===== src/rtl/bcc_pkg.sv =====
package bcc_pkg;

  // Configuration register indexes.
  localparam logic [1:0] CfgDebounce = 2'd0;
  localparam logic [1:0] CfgDouble   = 2'd1;
  localparam logic [1:0] CfgLong     = 2'd2;

  // Register reset values.
  localparam logic [15:0] DebounceReset = 16'd50;
  localparam logic [15:0] DoubleReset   = 16'd300;
  localparam logic [15:0] LongReset     = 16'd1000;

  // Timing settings seen by the classifier.
  typedef struct packed {
    logic [15:0] debounce_ms;
    logic [15:0] double_click_ms;
    logic [15:0] long_click_ms;
  } cfg_t;

  // One result word.
  typedef struct packed {
    logic        stable_level;
    logic        single_event;
    logic        double_event;
    logic        long_event;
    logic [15:0] single_total;
    logic [15:0] double_total;
    logic [15:0] long_total;
  } result_t;

endpackage


===== src/rtl/bcc_cfg_regs.sv =====
module bcc_cfg_regs
  import bcc_pkg::*;
(
  input  logic        clk_i,
  input  logic        rst_ni,
  input  logic        cfg_we_i,
  input  logic [1:0]  cfg_index_i,
  input  logic [15:0] cfg_wdata_i,
  output cfg_t        cfg_o
);

  cfg_t cfg_q, cfg_d;

  // Decode the write; an index past the last register is dropped.
  always_comb begin
    cfg_d = cfg_q;
    if (cfg_we_i) begin
      case (cfg_index_i)
        CfgDebounce: cfg_d.debounce_ms     = cfg_wdata_i;
        CfgDouble:   cfg_d.double_click_ms = cfg_wdata_i;
        CfgLong:     cfg_d.long_click_ms   = cfg_wdata_i;
        default:     cfg_d = cfg_q;
      endcase
    end
  end

  always_ff @(posedge clk_i or negedge rst_ni) begin
    if (!rst_ni) begin
      cfg_q.debounce_ms     <= DebounceReset;
      cfg_q.double_click_ms <= DoubleReset;
      cfg_q.long_click_ms   <= LongReset;
    end else begin
      cfg_q <= cfg_d;
    end
  end

  assign cfg_o = cfg_q;

endmodule


===== src/rtl/bcc_classify.sv =====
module bcc_classify
  import bcc_pkg::*;
(
  input  logic        clk_i,
  input  logic        rst_ni,
  input  logic        step_i,
  input  logic        raw_level_i,
  input  logic [31:0] now_ms_i,
  input  cfg_t        cfg_i,
  output result_t     result_o
);

  logic        prev_raw_q, prev_raw_d;
  logic [31:0] deb_stamp_q, deb_stamp_d;
  logic        level_q, level_d;
  logic [31:0] press_stamp_q, press_stamp_d;
  logic        pending_q, pending_d;
  logic [31:0] pend_stamp_q, pend_stamp_d;
  logic        long_rep_q, long_rep_d;
  logic [15:0] single_cnt_q, single_cnt_d;
  logic [15:0] double_cnt_q, double_cnt_d;
  logic [15:0] long_cnt_q, long_cnt_d;

  logic        accept, press, release_acc, long_rel, dbl, start_pend;
  logic        long_rep_a, pending_a, hold_long, sgl, long_inc;
  logic [31:0] el_deb, el_press, el_pend, el_hold, el_pend_a, pend_stamp_a;
  logic [31:0] debounce_ext, double_ext, long_ext;

  assign debounce_ext = {16'd0, cfg_i.debounce_ms};
  assign double_ext   = {16'd0, cfg_i.double_click_ms};
  assign long_ext     = {16'd0, cfg_i.long_click_ms};

  // Debounce: restart the steady timer on every raw change.
  assign deb_stamp_d = (raw_level_i != prev_raw_q) ? now_ms_i : deb_stamp_q;
  assign el_deb      = now_ms_i - deb_stamp_d;
  assign accept      = (el_deb > debounce_ext) && (raw_level_i != level_q);
  assign press       = accept && !raw_level_i;
  assign release_acc = accept && raw_level_i;
  assign level_d     = accept ? raw_level_i : level_q;

  // Release classification against the stamps held before this poll.
  assign el_press   = now_ms_i - press_stamp_q;
  assign el_pend    = now_ms_i - pend_stamp_q;
  assign long_rel   = release_acc && (long_rep_q || (el_press >= long_ext));
  assign dbl        = release_acc && !long_rel && pending_q && (el_pend <= double_ext);
  assign start_pend = release_acc && !long_rel && !dbl;

  assign press_stamp_d = press ? now_ms_i : press_stamp_q;
  assign long_rep_a    = press ? 1'b0 : long_rep_q;
  assign pending_a     = (long_rel || dbl) ? 1'b0 : (start_pend ? 1'b1 : pending_q);
  assign pend_stamp_a  = start_pend ? now_ms_i : pend_stamp_q;

  // Long click while still held, measured from the current press stamp.
  assign el_hold    = now_ms_i - press_stamp_d;
  assign hold_long  = !level_d && !long_rep_a && (el_hold >= long_ext);
  assign long_rep_d = long_rep_a || hold_long;

  // A pending click that outlived its window becomes a single click.
  assign el_pend_a    = now_ms_i - pend_stamp_a;
  assign sgl          = pending_a && (el_pend_a > double_ext);
  assign pending_d    = pending_a && !sgl;
  assign pend_stamp_d = pend_stamp_a;
  assign prev_raw_d   = raw_level_i;

  // A release and a hold cannot both count in one poll.
  assign long_inc     = (long_rel && !long_rep_q) || hold_long;
  assign single_cnt_d = single_cnt_q + {15'd0, sgl};
  assign double_cnt_d = double_cnt_q + {15'd0, dbl};
  assign long_cnt_d   = long_cnt_q + {15'd0, long_inc};

  // State advances once per word that moves into the result register.
  always_ff @(posedge clk_i or negedge rst_ni) begin
    if (!rst_ni) begin
      prev_raw_q    <= 1'b1;
      deb_stamp_q   <= 32'd0;
      level_q       <= 1'b1;
      press_stamp_q <= 32'd0;
      pending_q     <= 1'b0;
      pend_stamp_q  <= 32'd0;
      long_rep_q    <= 1'b0;
      single_cnt_q  <= 16'd0;
      double_cnt_q  <= 16'd0;
      long_cnt_q    <= 16'd0;
    end else if (step_i) begin
      prev_raw_q    <= prev_raw_d;
      deb_stamp_q   <= deb_stamp_d;
      level_q       <= level_d;
      press_stamp_q <= press_stamp_d;
      pending_q     <= pending_d;
      pend_stamp_q  <= pend_stamp_d;
      long_rep_q    <= long_rep_d;
      single_cnt_q  <= single_cnt_d;
      double_cnt_q  <= double_cnt_d;
      long_cnt_q    <= long_cnt_d;
    end
  end

  assign result_o.stable_level = level_d;
  assign result_o.single_event = sgl;
  assign result_o.double_event = dbl;
  assign result_o.long_event   = long_inc;
  assign result_o.single_total = single_cnt_d;
  assign result_o.double_total = double_cnt_d;
  assign result_o.long_total   = long_cnt_d;

  // A double click never shares a poll with a single or a long click.
  a_one_event: assert property (@(posedge clk_i) disable iff (!rst_ni)
    step_i |-> !(dbl && (sgl || long_inc)))
    else $error("double click counted together with another click");

  // A long click is counted only once while a press is held.
  a_long_once: assert property (@(posedge clk_i) disable iff (!rst_ni)
    (step_i && long_rep_q && !level_q) |-> !hold_long)
    else $error("long click counted twice for one press");

  // The long counter moves only with a long event.
  a_long_cnt: assert property (@(posedge clk_i) disable iff (!rst_ni)
    step_i |=> long_cnt_q == 16'($past(long_cnt_q) + {15'd0, $past(long_inc)}))
    else $error("long counter out of step with long events");

endmodule


===== src/rtl/button_click_classifier_core.sv =====
// Button click classifier. Each input word is one poll of an active-low button
// (raw_level_i, now_ms_i); each poll yields exactly one result word with the
// debounced level, single/double/long click strobes and three wrapping 16-bit
// click totals. A poll passes through an input register, then a result
// register; one poll is accepted every cycle, limited only by the result
// register being taken. Timing registers (index 0 debounce, 1 double-click
// window, 2 long-press time, all in ms) are written through the cfg port,
// which should only be used while no polls are in flight.
module button_click_classifier_core
  import bcc_pkg::*;
(
  input  logic        clk_i,
  input  logic        rst_ni,
  input  logic        cfg_we_i,
  input  logic [1:0]  cfg_index_i,
  input  logic [15:0] cfg_wdata_i,
  input  logic        in_valid_i,
  output logic        in_ready_o,
  input  logic        raw_level_i,
  input  logic [31:0] now_ms_i,
  output logic        out_valid_o,
  input  logic        out_ready_i,
  output logic        stable_level_o,
  output logic        single_event_o,
  output logic        double_event_o,
  output logic        long_event_o,
  output logic [15:0] single_total_o,
  output logic [15:0] double_total_o,
  output logic [15:0] long_total_o
);

  cfg_t        cfg;
  result_t     step_res;
  result_t     res_q;
  logic        s1_valid_q, out_valid_q;
  logic        s1_raw_q;
  logic [31:0] s1_now_q;
  logic        adv, step, s1_load;

  bcc_cfg_regs u_cfg (
    .clk_i       (clk_i),
    .rst_ni      (rst_ni),
    .cfg_we_i    (cfg_we_i),
    .cfg_index_i (cfg_index_i),
    .cfg_wdata_i (cfg_wdata_i),
    .cfg_o       (cfg)
  );

  // Pipeline control: the result register frees up when empty or taken.
  assign adv        = !out_valid_q || out_ready_i;
  assign step       = s1_valid_q && adv;
  assign in_ready_o = !s1_valid_q || adv;
  assign s1_load    = in_valid_i && in_ready_o;

  // Input register.
  always_ff @(posedge clk_i or negedge rst_ni) begin
    if (!rst_ni) begin
      s1_valid_q <= 1'b0;
    end else if (in_ready_o) begin
      s1_valid_q <= in_valid_i;
    end
  end

  always_ff @(posedge clk_i) begin
    if (s1_load) begin
      s1_raw_q <= raw_level_i;
      s1_now_q <= now_ms_i;
    end
  end

  bcc_classify u_classify (
    .clk_i       (clk_i),
    .rst_ni      (rst_ni),
    .step_i      (step),
    .raw_level_i (s1_raw_q),
    .now_ms_i    (s1_now_q),
    .cfg_i       (cfg),
    .result_o    (step_res)
  );

  // Result register.
  always_ff @(posedge clk_i or negedge rst_ni) begin
    if (!rst_ni) begin
      out_valid_q <= 1'b0;
    end else if (adv) begin
      out_valid_q <= s1_valid_q;
    end
  end

  always_ff @(posedge clk_i) begin
    if (step) begin
      res_q <= step_res;
    end
  end

  assign out_valid_o    = out_valid_q;
  assign stable_level_o = res_q.stable_level;
  assign single_event_o = res_q.single_event;
  assign double_event_o = res_q.double_event;
  assign long_event_o   = res_q.long_event;
  assign single_total_o = res_q.single_total;
  assign double_total_o = res_q.double_total;
  assign long_total_o   = res_q.long_total;

  // A word waiting in the input register moves on once the result register is empty.
  a_fill: assert property (@(posedge clk_i) disable iff (!rst_ni)
    (s1_valid_q && !out_valid_q) |=> out_valid_q)
    else $error("poll stuck in input register");

  // No word is dropped: a stalled result keeps the input stage from overwriting it.
  a_no_drop: assert property (@(posedge clk_i) disable iff (!rst_ni)
    (out_valid_q && !out_ready_i && s1_valid_q) |-> !in_ready_o)
    else $error("input accepted while both stages are full");

  // The totals in a stalled result never change.
  a_hold: assert property (@(posedge clk_i) disable iff (!rst_ni)
    (out_valid_q && !out_ready_i) |=> $stable(res_q))
    else $error("result changed while stalled");

endmodule

===== config.mk =====
export PLATFORM = sky130hd
export DESIGN_NAME = button_click_classifier_core
export DESIGN_NICKNAME = d
export VERILOG_FILES = /design/src/rtl/bcc_pkg.sv /design/src/rtl/bcc_cfg_regs.sv /design/src/rtl/bcc_classify.sv /design/src/rtl/button_click_classifier_core.sv
export SDC_FILE = /design/constraint.sdc
export NUM_CORES = 1
export LEC_CHECK = 0
export BUFFER_PORTS_ARGS = -buffer_cell sky130_fd_sc_hd__buf_2
export CAP_MARGIN = 20
export CORE_MARGIN = 2
export CORE_UTILIZATION = 61
export CTS_CLUSTER_SIZE = 10
export DETAILED_ROUTE_END_ITERATION = 12
export PLACE_DENSITY_LB_ADDON = 0.08
export SLEW_MARGIN = 0
export SYNTH_ARGS = -nofsm -noshare
export SYNTH_HDL_FRONTEND = slang
export SYNTH_HIERARCHICAL = 1
export SYNTH_SLANG_ARGS = --single-unit
export TNS_END_PERCENT = 50

===== constraint.sdc =====
create_clock -name clk_i -period 15.1 [get_ports clk_i]
set_input_delay 1.51 -clock clk_i [delete_from_list [all_inputs] [get_ports clk_i]]
set_output_delay 1.51 -clock clk_i [all_outputs]
set_load 0.005 [all_outputs]

Yosys cells after proc, flatten, opt, wreduce, memory -nomap -nowiden

Cells that the tools add are included.

Register bits: 283
Bits in latches: 0
Memory bits (writable): 0
Memory bits (read-only): 0
Output and inout bits: 54
Memories kept: 0

Add/subtract/negate cells: 8
$mul: 0
Divide/modulo/power cells: 0
Order comparisons: 5
Equality and inequality tests: 4
Shifts and indexed selects: 0
Mux-type cells: 7
Bitwise operators: 0
Reductions and logical operators: 34

Operators by type and width:

| operator             | number |
|---|---|
| $sub A32 B32 Y32     | 5 |
| $mux W32             | 3 |
| $ge A32 B16 Y1       | 2 |
| $gt A32 B16 Y1       | 2 |
| $add A16 B1 Y16      | 3 |
| $le A32 B16 Y1       | 1 |
| $logic_and A1 B1 Y1  | 15 |
| $logic_not A1 Y1     | 9 |
| $logic_or A1 B1 Y1   | 6 |
| $reduce_and A2 Y1    | 3 |
| $mux W1              | 4 |
| $eq A2 B1 Y1 const B | 1 |
| $eq A2 B2 Y1 const B | 1 |
| $logic_not A2 Y1     | 1 |
| $ne A1 B1 Y1         | 2 |

Logic depth before layout (Yosys ltp)

Depth after elaboration: 19
Depth in mapped cells: 65

Cells and area by module

The synthesis kept the hierarchy.

By module, submodules not included:

| module                       | instances | cells each | area an instance (um^2) | sequential area each (um^2) |
|---|---|---|---|---|
| bcc_classify                 | 1         | 2450       | 19082.1                 | 3706.1 |
| button_click_classifier_core | 1         | 93         | 2656.3                  | 2602.5 |
| bcc_cfg_regs                 | 1         | 102        | 1831.8                  | 1217.4 |

Worst setup path after synthesis

OpenSTA, ideal clock, no wires.

Kind: register to register
Start: register s1_raw_q
End: register res_q (netlist bit long_total_o[14]), data pin
Data arrival time: 12.103 ns
Data required time: 14.841 ns
Path slack: 2.738 ns
Cell stages (with the launch flop): 56
Path buffers: 4
Cell sequence: edfxtp_1 -> xnor2_2 -> buf_2 -> buf_1 -> nand2_1 -> o21ai_0 -> ha_1 -> inv_1 -> ha_1 -> a21oi_1 -> o22ai_1 -> o21ai_0 -> xnor2_1 -> ha_1 -> nor2_1 -> or4b_2 -> o221ai_1 -> a32oi_1 -> [20 not listed] -> xnor2_1 -> ha_1 -> a32o_1 -> nor4_1 -> o211a_1 -> nand4_1 -> or4_1 -> nor4_1 -> o21ai_0 -> ha_1 -> ha_1 -> and3_1 -> and3_1 -> and3_1 -> and3_1 -> and3_1 -> nand3_1 -> xnor2_1

RTL lines:

| what                   | RTL line                           | RTL |
|---|---|---|
| from (decl)            | button_click_classifier_core.sv:36 | `logic s1_raw_q;` |
| from (signal assigned) | button_click_classifier_core.sv:66 | `s1_raw_q <= raw_level_i;` |
| to (signal assigned)   | button_click_classifier_core.sv:92 | `res_q <= step_res;` |
| to (decl)              | button_click_classifier_core.sv:34 | `result_t res_q;` |

==> metrics <==
Starting Density=61.4%; outcome=completed; slowest CP cell=edfxtp_1; post-CTS setup buffer count=0; IO buf count=approximately 110; Max FO, Critical Path=30; first drt pass iteration count=5; fin nets=3009; utilization after layout=67.0%; initial antenna violation count=1; Die Height=about 200 um; actual slew at the worst max-slew pin=986 ps; Synth top area share=19.4%; die area=0.0402 sq mm; most common cell in the netlist=nand2_1; fin cells=3266; fillcell total=3123; row cnt=72; Final Hold Fails=0; max incr delay on CP=840 ps; I/O pins=110; WL/cell=21.1 um; Worst setup EP type=register; Tot GR Track Use=33.7%; final setup vio count=0; share of layout cells above drive strength 1=roughly 13%; async set-reset flop share out of synthesis=70.0%; CTS H-Tree Depth=2; Top FF cell, synth=dfrtp_1; Remaining DRCs=0; first-pass GRT wire length=between 100000 and 150000 um; CTS tree=built; Vias/cell=6.38; Peak VDD IR=0.0967 mV; fin area=approximately 0.026 sq mm; CP Buf/Inv Count=1; clock latency on the worst-skew pair=around 550 ps; CP required=roughly 15000 ps; FF+latch count, synth=283; R2R depth=55; ANT nets after route=0; synthesis-to-layout area growth=9.16%; P_leak=11.9 nW; Antenna diodes=0; critical path depth=55; Clk pin slew, worst setup/hold paths=~60 ps; Post-synth EDFFs=85; Floorplan Core Area=around 0.038 sq mm; largest area contributor in the synthesized netlist=dfrtp_1; Worst Path Arrival=14170 ps; multi-input logic area=between 0.01 and 0.015 sq mm; fmax=72.1 MHz; Synth Cell Area=roughly 0.024 sq mm; Post-CTS Resized=0; post-placement cell area=0.0246 sq mm; fin crit share=91.9%; GP Congestion=1.01; Root Driver=clkbuf_16; hpwl dp=52700 um; synthesized instance count=2645; hold buffers post-CTS=0; clock buffer depth=3; top cell types by occurrence after synthesis=237 x nand2_1, 228 x ha_1, 194 x a21oi_1; worst hold margin=497 ps; Rel. slew slack=roughly 33%; Post-Syn Nets=roughly 3000; CP Class=reg2reg; Sequential Area=roughly 0.0075 sq mm; Period minus WS final=around 14000 ps; Hold Path Stages=2; synth warn=6; P per Cell Area=between 100 and 150 mW/mm^2; Sink Count=283; DRT iter0 DRCs=1736; Max-cap violations=0; Final Max Slew Viols=0; Seq/Total Area, Yosys=31.9%; Largest delay share family, worst path=compound AO/OA/AOI/OAI gates; largest net degree at the start of global routing=83; number of global-route vias before repair=20100; via count=20900; # placed instances=3200; Distinct cells, synth=105; Critical Path Most Common Cell=a21oi_1; Total Wirelength=approximately 69000 um; startpoint type of the worst setup path=register; Mean Syn Cell Area=between 8 and 9 sq um; CTS Buf Count=36; RSZ-0062 raised after global routing=false; top post-synthesis cells by area=dfrtp_1 19%, ha_1 12%, edfxtp_1 11%; skew final=26.6 ps; remaining global-route overflow=0; Tightest Hold Check Type=reg2reg; Die Wd=201 um; post-route setup TNS=0 ps
[power by group]
| group | internal [mW] | switching, mW |
|---|---|---|
| combinational | 0.698 | 1.03 |
| clock | 0.497 | 0.328 |
| sequential | 0.915 | 0.0900 |
[flip-flops by register name, indices dropped and copies added (netlist names)]
name / flops
out_valid_o: 1
s1_valid_q: 1
u_classify/level_q: 1
s1_raw_q: 1
u_cfg/cfg_o: 48
u_classify/pend_stamp_q: 32
stable_level_o: 1
u_classify/long_rep_q: 1
u_classify/prev_raw_q: 1
long_event_o: 1
long_total_o: 16
single_event_o: 1
u_classify/long_cnt_q: 16
u_classify/single_cnt_q: 16
single_total_o: 16
s1_now_q: 32
double_total_o: 16
double_event_o: 1
u_classify/pending_q: 1
u_classify/double_cnt_q: 16
u_classify/press_stamp_q: 32
u_classify/deb_stamp_q: 32
[per-stage QoR]
stage	setup slack, ps	total power, mW
floorplan	2740	2.23
global placement	2130	2.64
detailed placement	1660	2.69
CTS	1520	3.53
global route	201	3.78
finish	1220	3.56
[kinds of logic (layout without fill, tap and decap cells)]
kind of cell / after synthesis / in the layout / share of synthesized area (%)
AOI/OAI and AO/OA: 692 / 692 / 19.2
xor gates and xnor gates: 187 / 187 / 6.98
adders and majority gates: 242 / 242 / 12.9
buffers and inverters: 290 / 393 / 4.85
DFF: 283 / 283 / 31.9
muxes: 161 / 161 / 7.41
and+or+nand+nor: 790 / 790 / 16.8
[worst reg2reg max path, delay by kind of cell (launching register included)]
kind                     cells  cell delay (ps)
adder cells (fa/ha/maj)      8             2630
AND/OR/NAND/NOR             18             4240
flip-flops                   1              840
XOR/XNOR                     3              290
buffers and inverters        1              410
AO/OA/AOI/OAI               25             5200
[final timing paths]
check / start / end / slack (ps)
min reg2reg: u_classify/deb_stamp_q[0]$_DFFE_PN0P_ / u_classify/deb_stamp_q[0]$_DFFE_PN0P_ / 500
min: u_classify/deb_stamp_q[0]$_DFFE_PN0P_ / u_classify/deb_stamp_q[0]$_DFFE_PN0P_ / 500
max: s1_now_q[1]$_DFFE_PP_ / single_total_o[15]$_DFFE_PP_ / 1220
max reg2reg: s1_now_q[1]$_DFFE_PP_ / single_total_o[15]$_DFFE_PP_ / 1220
max in group asynchronous: rst_ni / u_classify/deb_stamp_q[5]$_DFFE_PN0P_ / 12030
min in group asynchronous: rst_ni / u_cfg/cfg_o[25]$_DFFE_PN0P_ / 1000
[layer usage]
metal	share of wire [%]	up-vias	global-route usage, %
li1	-	9803	-
met1	43	10000	45.0
met2	46	863	55.5
met3	6.8	173	4.55
met4	4.0	0	13.9
met5	0	-	0
[placed cells by master (no fill, tap or decap), drive strengths merged, types with 11 or more instances in the layout]
cell type	instances
nand2	237
ha	228
a21oi	195
inv	189
dfrtp	183
nor2	179
o21ai	168
buf	138
xnor2	116
mux2	105
edfxtp	85
xor2	71
clkbuf	61
a21o	60
mux2i	56
and3	53
nor3	49
nand3	48
nand4	48
o21a	36
nand2b	35
o211ai	28
a31oi	26
a211oi	26
nor2b	24
nor4	20
and2	19
dfstp	15
or2	15
a211o	13
o2111ai	12
o31ai	11
a2111oi	11
[final cells by class]
type | count | share of cell area, %
inverter | 188 | 2.74
clock buffer | 60 | 4.13
tap | 518 | 2.52
clock inverter | 5 | 0.238
timing repair buffer | 140 | 3.08
multi-input combinational | 2072 | 58.0
sequential | 283 | 29.3
No activity file was read; power rests on OpenSTA's default activity.
